$ cat src/hdl/mlu_pkg.sv
// ----------------------------------------------------------------------------
// mlu_pkg
// Shared types and codes for the 64-bit load unit: request and result
// layouts, load action codes and access size codes.
// ----------------------------------------------------------------------------
package mlu_pkg;

  typedef enum logic [3:0] {
    ACT_LB  = 4'd0,
    ACT_LBU = 4'd1,
    ACT_LH  = 4'd2,
    ACT_LHU = 4'd3,
    ACT_LW  = 4'd4,
    ACT_LWU = 4'd5,
    ACT_LWL = 4'd6,
    ACT_LWR = 4'd7,
    ACT_LD  = 4'd8,
    ACT_LDL = 4'd9,
    ACT_LDR = 4'd10
  } mlu_action_t;

  localparam logic [1:0] SIZE_BYTE  = 2'd0;
  localparam logic [1:0] SIZE_HALF  = 2'd1;
  localparam logic [1:0] SIZE_WORD  = 2'd2;
  localparam logic [1:0] SIZE_DWORD = 2'd3;

  typedef struct packed {
    logic [3:0]         action;
    logic [63:0]        base_value;
    logic signed [15:0] offset;
    logic [4:0]         dest_index;
    logic [63:0]        dest_old;
    logic [63:0]        mem_data;
  } mlu_req_t;

  typedef struct packed {
    logic [63:0] access_address;
    logic [1:0]  access_size;
    logic        write_enable;
    logic [63:0] write_value;
  } mlu_res_t;

endpackage

$ cat src/hdl/mips64_load_unit_top.sv
// ----------------------------------------------------------------------------
// mips64_load_unit_top
// Load unit: effective address, access size and write-back value for
// byte/half/word/double loads, including the left/right merging forms.
// ----------------------------------------------------------------------------
//  channel  | handshake                   | payload
//  ---------+-----------------------------+----------------------------
//  load     | load_valid / load_stall     | load   (mlu_req_t)
//  result   | result_valid / result_stall | result (mlu_res_t)
//
//  One request per cycle unless a stalled result holds the pipe; a taken request
//  passes through the request register and then the result register.
//  The path between them is one 64-bit add followed by one byte shifter.
//  Reset (rst, synchronous) empties both registers.
//  A stalled result holds; the request register keeps taking requests while
//  the result register is free or being drained.
module mips64_load_unit_top
  import mlu_pkg::*;
(
  input  logic     clk,
  input  logic     rst,
  input  logic     load_valid,
  output logic     load_stall,
  input  mlu_req_t load,
  output logic     result_valid,
  input  logic     result_stall,
  output mlu_res_t result
);

  logic     req_valid;
  mlu_req_t req;
  mlu_res_t res_next;
  logic     advance;

  logic [63:0] ea;
  logic [5:0]  sh_left_d;
  logic [5:0]  sh_right_d;
  logic [4:0]  sh_left_w;
  logic [4:0]  sh_right_w;
  logic [31:0] word_merge;
  logic [63:0] dword_merge;
  logic [63:0] value;
  logic        known;

  assign advance    = !result_valid || !result_stall;
  assign load_stall = req_valid && !advance;

  always_ff @(posedge clk) begin
    if (rst) begin
      req_valid <= 1'b0;
    end else if (!load_stall) begin
      req_valid <= load_valid;
    end
    if (load_valid && !load_stall) begin
      req <= load;
    end
  end

  assign ea = req.base_value + {{48{req.offset[15]}}, req.offset};

  // Big-endian left/right shift amounts in bits.
  assign sh_left_w  = {ea[1:0], 3'b000};
  assign sh_right_w = {~ea[1:0], 3'b000};
  assign sh_left_d  = {ea[2:0], 3'b000};
  assign sh_right_d = {~ea[2:0], 3'b000};

  always_comb begin
    res_next.access_address = ea;
    res_next.access_size    = SIZE_BYTE;
    value       = '0;
    known       = 1'b1;
    word_merge  = '0;
    dword_merge = '0;
    case (req.action)
      ACT_LB: begin
        value = {{56{req.mem_data[7]}}, req.mem_data[7:0]};
      end
      ACT_LBU: begin
        value = {56'd0, req.mem_data[7:0]};
      end
      ACT_LH: begin
        res_next.access_size = SIZE_HALF;
        value = {{48{req.mem_data[15]}}, req.mem_data[15:0]};
      end
      ACT_LHU: begin
        res_next.access_size = SIZE_HALF;
        value = {48'd0, req.mem_data[15:0]};
      end
      ACT_LW: begin
        res_next.access_size = SIZE_WORD;
        value = {{32{req.mem_data[31]}}, req.mem_data[31:0]};
      end
      ACT_LWU: begin
        res_next.access_size = SIZE_WORD;
        value = {32'd0, req.mem_data[31:0]};
      end
      ACT_LD: begin
        res_next.access_size = SIZE_DWORD;
        value = req.mem_data;
      end
      ACT_LWL: begin
        res_next.access_size    = SIZE_WORD;
        res_next.access_address = {ea[63:2], 2'b00};
        // keep the old low bytes below the shifted-in data
        word_merge = (req.mem_data[31:0] << sh_left_w)
                   | (req.dest_old[31:0] & ~(32'hffff_ffff << sh_left_w));
        value = {{32{word_merge[31]}}, word_merge};
      end
      ACT_LWR: begin
        res_next.access_size    = SIZE_WORD;
        res_next.access_address = {ea[63:2], 2'b00};
        word_merge = (req.mem_data[31:0] >> sh_right_w)
                   | (req.dest_old[31:0] & ~(32'hffff_ffff >> sh_right_w));
        value = {{32{word_merge[31]}}, word_merge};
      end
      ACT_LDL: begin
        res_next.access_size    = SIZE_DWORD;
        res_next.access_address = {ea[63:3], 3'b000};
        dword_merge = (req.mem_data << sh_left_d)
                    | (req.dest_old & ~(64'hffff_ffff_ffff_ffff << sh_left_d));
        value = dword_merge;
      end
      ACT_LDR: begin
        res_next.access_size    = SIZE_DWORD;
        res_next.access_address = {ea[63:3], 3'b000};
        dword_merge = (req.mem_data >> sh_right_d)
                    | (req.dest_old & ~(64'hffff_ffff_ffff_ffff >> sh_right_d));
        value = dword_merge;
      end
      default: begin
        known = 1'b0;
      end
    endcase
    res_next.write_enable = known && (req.dest_index != 5'd0);
    res_next.write_value  = res_next.write_enable ? value : 64'd0;
  end

  always_ff @(posedge clk) begin
    if (rst) begin
      result_valid <= 1'b0;
    end else if (advance) begin
      result_valid <= req_valid;
    end
    if (advance && req_valid) begin
      result <= res_next;
    end
  end

endmodule

$ cat config.mk
export PLATFORM = sky130hd
export DESIGN_NAME = mips64_load_unit_top
export DESIGN_NICKNAME = d
export VERILOG_FILES = /design/src/hdl/mlu_pkg.sv /design/src/hdl/mips64_load_unit_top.sv
export SDC_FILE = /design/constraint.sdc
export NUM_CORES = 1
export LEC_CHECK = 0
export BUFFER_PORTS_ARGS = -buffer_cell sky130_fd_sc_hd__buf_4
export CAP_MARGIN = 40
export CORE_MARGIN = 3
export CORE_UTILIZATION = 61
export DETAILED_ROUTE_END_ITERATION = 6
export HOLD_SLACK_MARGIN = 0.05
export PLACE_DENSITY = 0.87
export SYNTH_ARGS = -nofsm -noshare
export SYNTH_HDL_FRONTEND = slang
export SYNTH_SLANG_ARGS = --single-unit
$ cat constraint.sdc
create_clock -name clk -period 35.8 [get_ports clk]
set_clock_uncertainty 0.05 [all_clocks]
set_input_delay 7.16 -clock clk [delete_from_list [all_inputs] [get_ports clk]]
set_output_delay 7.16 -clock clk [all_outputs]
set_load 0.005 [all_outputs]
==> metrics.yaml, run 1 <==
floorplanning:
  core_um2: 30700
  rows: 64
  die_h_um: 183
  io_pins: 354
  initial_utilization_pct: 62.1
  die_area_um2: 33400
  die_w_um: 183
timing:
  tns_ns: 0
  holdWs_ns: 0.464
  max_slew_margin_pct: 35.4
  period_minus_slack_ns: 14.88
  slew_violations: 0
  min_period_over_period_pct: 41.6
  tightest_slew_ns: 0.958
  hold_violations: 0
  rsz0062_at_grt: "no"
  setup_violations: 0
  fmax_mhz: 67.2
power:
  p_leak_uw: 0.00913
  seqPwrFrac_pct: 43.7
  cellPowerDensity_nw_per_um2: 49.8
  max-vdd-ir-drop_mv: 0.0535
  power_uw: 1160
  netSwitchingPower_uw: 344
  combinationalPowerShare_pct: 22.3
  power.clock.fraction_pct: 34.0
  switching_share_pct: 29.6
  internal_power_uw: 819
cells_and_area:
  stdcell_area_um2: 23400
  regArea_um2: 10500
  multi_input_area_um2: 8180
  layout.nets: 2299
  area_delta_synth_final_pct: 22.6
  final_cells: 2440
  fillers: 1934
  layout-drive-gt1-share_pct: 23.9
cts:
  numCtsBuffers: 37
  root_buffer: "clkbuf_16"
  clockBufferDepth: 3
  cts_hold_buf: 0
  clock_latency_ns: 0.56
  post_cts_resized: 0
  cts_tree: "done"
  cts_sinks: 350
  post_cts_buffers: 0
  clk_pin_slew_worst_paths_ns: 0.06
  htree_num_levels: 2
synth:
  synth_xor_area_share_pct: 2.94
  synth_fa_ha_area_share_pct: 4.24
  muxShareOfSynthArea_pct: 5.21
  syn-cell-area_um2: 19100
  ys.flop_type: "edfxtp_1"
  synth-simple-area-share_pct: 10.2
  synth_area_per_cell_um2: 11.1
  synth_edf_count: 348
  synth_top_family_by_area: "compound AO/OA/AOI/OAI gates"
  ys_seq_area_share_pct: 55.0
  syn_nets: 1997
  synth-compound-area-share_pct: 19.7
  synthDistinctLibCells: 66
  syn_inst: 1712
  async_flop_share_pct: 0
  yosys_warnings: 0
  synth_seq_cells: 350
global_route:
  grtUsageTotal_pct: 38.7
  grtUsageMet2_pct: 60.2
  grt_use_met3_pct: 11.1
  top_usage_layer: "met2"
  grt_pass1_vias: 16006
  grt_overflow: 0
  grt_use_met1_pct: 51.1
  antenna_found_initial: 5
  grt_max_degree: 70
  grt_pass1_wl_um: 98300
critical_path:
  path_class: "primary input to primary output"
  r2r_end: "result[47]$_SDFFCE_PN0P_"
  cp-end-kind: "primary output"
  reg2reg_setup_slack_ns: 31.13
  critPathMaxFanout: 3
  r2r-start: "req[149]$_DFFE_PP_"
  cp.arrival_ns: 7.67
  start_kind: "primary input"
  worstRegToRegCells: 12
  crit_required_ns: 28.59
routing:
  wire_per_inst_um: 27.3
  dr.pass1.iters: 6
  drt_iter0_markers: 2334
  vias: 16721
  route.detailed.drc: 0
  routed_wl_um: 66500
  viasPerCell: 6.85
  ant_nets: 0
hold_path:
  worstHoldEndpoint: "result_valid$_SDFFE_PP0N_"
  worstHoldStart: "req_valid$_SDFFE_PP0N_"
  hold_path.class: "register to register"
  holdPathStages: 2
place:
  port_buffers: 353
  place.detailed.hpwl_um: 46700
  dp.cells: 2371
  placed_cell_area_um2: 22100
  gp_congestion: 1.01
outcome:
  status: "completed"
run:
  maxCapViolCount: 0
-- cells in the mapped netlist (19+ instances only) --
| library cell | count | area, um2 |
|---|---|---|
| edfxtp_1 | 348 | 10500 |
| nand2_1 | 204 | 766 |
| a21oi_1 | 160 | 801 |
| o21ai_0 | 118 | 591 |
| clkbuf_1 | 97 | 364 |
| mux2i_1 | 80 | 801 |
| nor2_1 | 80 | 300 |
| ha_1 | 63 | 788 |
| a31oi_1 | 44 | 275 |
| nand2b_1 | 38 | 238 |
| xnor2_1 | 37 | 324 |
| a211oi_1 | 28 | 210 |
| a21o_1 | 28 | 210 |
| a22oi_1 | 27 | 203 |
| xor2_1 | 27 | 236 |
| nor2b_1 | 26 | 163 |
| o211ai_1 | 26 | 195 |
| o221ai_1 | 23 | 201 |
| inv_1 | 19 | 71.3 |
-- power groups by stage --
| stage | sequential [uW] | clock, uW | combinational [uW] |
|---|---|---|---|
| floorplan | 514 | 0 | 154 |
| global placement | 515 | 0 | 241 |
| detailed placement | 514 | 0 | 248 |
| CTS | 507 | 398 | 251 |
| global route | 509 | 414 | 277 |
| finish | 508 | 396 | 260 |
-- state kept, by name (all words and copies together), names as in the netlist --
name          count
result_valid      1
req             217
req_valid         1
result          131
-- final cells by class --
| type | count | area share [%] |
|---|---|---|
| clock inverter | 22 | 1.15 |
| clock buffer | 44 | 4.12 |
| tap | 396 | 2.12 |
| multi-input combinational | 1227 | 35.0 |
| timing repair buffer | 378 | 12.4 |
| inverter | 20 | 0.321 |
| antenna | 3 | 0.0321 |
| sequential | 350 | 44.9 |
-- how the worst max path moves through the flow --
stage / depth (start not counted) / start / end
after floorplan: 2 / result_stall / req[0]$_DFFE_PP_
after global placement: 3 / result_stall / load_stall
after detailed placement: 3 / result_stall / load_stall
after CTS: 3 / result_stall / load_stall
after global routing: 3 / result_stall / load_stall
final: 3 / result_stall / load_stall
-- worst max-delay path, stage by stage --
cell	delay (ns)
buf_4	0.13
and3_1	0.23
buf_4	0.15
-- per-layer routing --
metal  vias to the layer above  share of wire, %
met5                         -             0.033
met4                         4               5.8
met3                       296                13
met2                      1302                45
met1                      7896                36
li1                       7223                 -
-- placed cells by master, fill, tap and decap left out, types with 38 or more instances in the layout --
cell and count:
mux2i_1 80, nand2b_1 38, buf_4 374, nand2_1 204, a31oi_1 43, o21ai_0 117
ha_1 62, edfxtp_1 348, a21oi_1 160, nor2_1 78
-- per-stage QoR --
stage                     utilization [%]  setup slack (ns)
final                                76.2             20.92
after floorplan                         -             17.98
after detailed placement             72.2             20.93
after global routing                 76.2             20.89
after CTS                            76.2             20.92
after global placement               71.9             20.93
-- kinds of logic (layout without fill, tap and decap cells) --
kind of cell | Yosys count | count (layout)
buf+inv | 135 | 464
flops | 350 | 350
xor+xnor | 64 | 64
other cells | 0 | 3
mux | 97 | 97
compound gates | 576 | 576
fa+ha+maj | 64 | 64
simple gates | 426 | 426
(Power assumes the default switching activity.)
==> inputs of run 2 (changes only) <==
--- a/config.mk
+++ b/config.mk
@@ -8,10 +8,10 @@
 export BUFFER_PORTS_ARGS = -buffer_cell sky130_fd_sc_hd__buf_4
 export CAP_MARGIN = 40
 export CORE_MARGIN = 3
-export CORE_UTILIZATION = 61
+export CORE_UTILIZATION = 57
 export DETAILED_ROUTE_END_ITERATION = 6
 export HOLD_SLACK_MARGIN = 0.05
-export PLACE_DENSITY = 0.87
+export PLACE_DENSITY = 0.83
 export SYNTH_ARGS = -nofsm -noshare
 export SYNTH_HDL_FRONTEND = slang
 export SYNTH_SLANG_ARGS = --single-unit
==> constraint.sdc (replaced) <==
create_clock -name clk -period 15.5 [get_ports clk]
set_clock_uncertainty 0.05 [all_clocks]
set_input_delay 3.1 -clock clk [delete_from_list [all_inputs] [get_ports clk]]
set_output_delay 3.1 -clock clk [all_outputs]
set_load 0.005 [all_outputs]
==> metrics.yaml, run 2 (synthesis results as in run 1) <==
outcome:
  status: "completed"
cts:
  clock_latency_ns: 0.56  # about the same
  htree_num_levels: 2  # unchanged
  cts_sinks: 350  # unchanged
  clk_pin_slew_worst_paths_ns: 0.06  # about the same
  cts_hold_buf: 0  # unchanged
  post_cts_resized: 0  # unchanged
  clockBufferDepth: 3  # unchanged
  post_cts_buffers: 0  # unchanged
  cts_tree: "done"
  root_buffer: "clkbuf_16"
  numCtsBuffers: 38  # +2.7%
timing:
  setup_violations: 0  # unchanged
  setup_ws_ns: 8.73  # -12.19 ns
  rsz0062_at_grt: "no"
  tightest_slew_ns: 1.06  # +0.107 ns
  min_period_over_period_pct: 43.7
  hold_violations: 0  # unchanged
  tns_ns: 0  # unchanged
  holdWs_ns: 0.450  # -0.0138 ns
  max_slew_margin_pct: 28.3  # -7.2 points
  slew_violations: 0  # unchanged
  period_minus_slack_ns: 6.77
  fmax_mhz: 148
routing:
  met3RoutedLength_um: 8450  # -1.9%
  top_layer: "met4"
  dr.pass1.iters: 6  # unchanged
  m1WireLength_um: 24100  # about the same
  wire_per_inst_um: 26.0  # -4.8%
  ant_nets: 0  # unchanged
  vias: 16260  # -2.8%
  route.detailed.drc: 0  # unchanged
  viasPerCell: 6.54  # -4.5%
  drt_iter0_markers: 2306  # -1.2%
  routed_wl_um: 64500  # -3.0%
  wl_met2_um: 28600  # -4.3%
floorplanning:
  initial_utilization_pct: 58.1  # -4.0 points
  core_um2: 32800  # +6.9%
  die_h_um: 189  # +3.3%
  io_pins: 354  # unchanged
  rows: 66  # +3.1%
  die_w_um: 189  # +3.3%
  die_area_um2: 35700  # +6.8%
power:
  max-vdd-ir-drop_mv: 0.0867  # +62%
  switching_share_pct: 29.4  # -0.13 points
  seqPwrFrac_pct: 44.2  # +0.5 points
  internal_power_uw: 1880  # +130%
  power.clock.fraction_pct: 33.5  # -0.5 points
  netSwitchingPower_uw: 782  # +130%
  combinationalPowerShare_pct: 22.3  # about the same
  cellPowerDensity_nw_per_um2: 114  # +130%
  p_leak_uw: 0.00913  # about the same
cells_and_area:
  mostFrequentLayoutCells: "buf_4, edfxtp_1, nand2_1"
  fillers: 2325  # +20%
  stdcell_area_um2: 23400  # +0.16%
  final_cells: 2485  # +1.8%
  regMostFlops: "req"
  reg.largest.list: "req (217), result (131)"
  regArea_um2: 10500  # unchanged
  multi_input_area_um2: 8170  # about the same
  layout.nets: 2299  # unchanged
  largest_reg_flops: 217  # unchanged
  final_common_cell: "buf_4"
  area_delta_synth_final_pct: 22.8
  layout-drive-gt1-share_pct: 23.6  # -0.31 points
hold_path:
  hold_path.class: "register to register"
critical_path:
  cp-end-kind: "primary output"
  start_kind: "primary input"
  reg2reg_setup_slack_ns: 10.56  # -20.57 ns
  critPathMaxFanout: 3  # unchanged
  cp.arrival_ns: 3.62  # -4.05 ns
  path_class: "primary input to primary output"
  crit_required_ns: 12.35  # -16.24 ns
global_route:
  grt_max_degree: 91  # +30%
  grt_overflow: 0  # unchanged
  grt_pass1_wl_um: 95100  # -3.3%
  antenna_found_initial: 1  # -4
  grtUsageTotal_pct: 35.1  # -3.6 points
  grt_pass1_vias: 15391  # -3.8%
place:
  place.detailed.hpwl_um: 46100  # -1.4%
  placed_cell_area_um2: 22200  # +0.29%
  dp.cells: 2416  # +1.9%
  port_buffers: 353  # unchanged
  gp_congestion: 1.02  # +1.6%
  place_ws_ns: 8.73  # -12.19 ns
run:
  maxCapViolCount: 0  # unchanged
-- run 2: cell count changes in the layout (fill, tap and decap cells not counted), sizes merged --
cell      change
buf           -1
bufinv        -2
clkbuf        +2
clkinv        +2
clkinvlp      -1
diode         -2
inv           +1
-- run 2: stage by stage --
step	util [%]	total power (uW)
after CTS	71.4	2650
after global placement	67.4	1750
after floorplan	-	1540
after global routing	71.4	2750
after detailed placement	67.7	1760
final	71.4	2660
-- run 2: power by group through the flow --
stage | combinational, uW | sequential (uW) | clock [uW]
3_5_place_dp | 574 | 1190 | 0
2_1_floorplan | 356 | 1190 | 0
3_3_place_gp | 559 | 1190 | 0
5_1_grt | 636 | 1180 | 936
6_report | 594 | 1170 | 889
4_1_cts | 579 | 1170 | 899
-- run 2: final timing paths --
| kind | cells after the start | end | from |
|---|---|---|---|
| max | 3 | load_stall | result_stall |
| min reg2reg | 2 | result_valid$_SDFFE_PP0N_ | req_valid$_SDFFE_PP0N_ |
| min | 2 | result_valid$_SDFFE_PP0N_ | req_valid$_SDFFE_PP0N_ |
| max reg2reg | 9 | result[58]$_SDFFCE_PN0P_ | req[133]$_DFFE_PP_ |
-- run 2: layout make-up --
class                   count  area share (%)
diodes                      1          0.0107
clock buffers              46            4.28
clock inverters            22           0.877
inverters                  20           0.321
multi-input cells        1227            34.9
flip-flops and latches    350            44.8
well taps                 442            2.36
repair buffers            377            12.4
-- run 2: worst max-delay path: stages --
cell	delay, ns
buf_4	0.13
and3_1	0.23
buf_4	0.16
-- run 2: metal layers --
metal / up-vias / GRT usage (%)
met1: 7698 / 47.8
met2: 1133 / 53.5
met5: - / 0
met3: 210 / 9.66
met4: 0 / 14.7
li1: 7219 / -
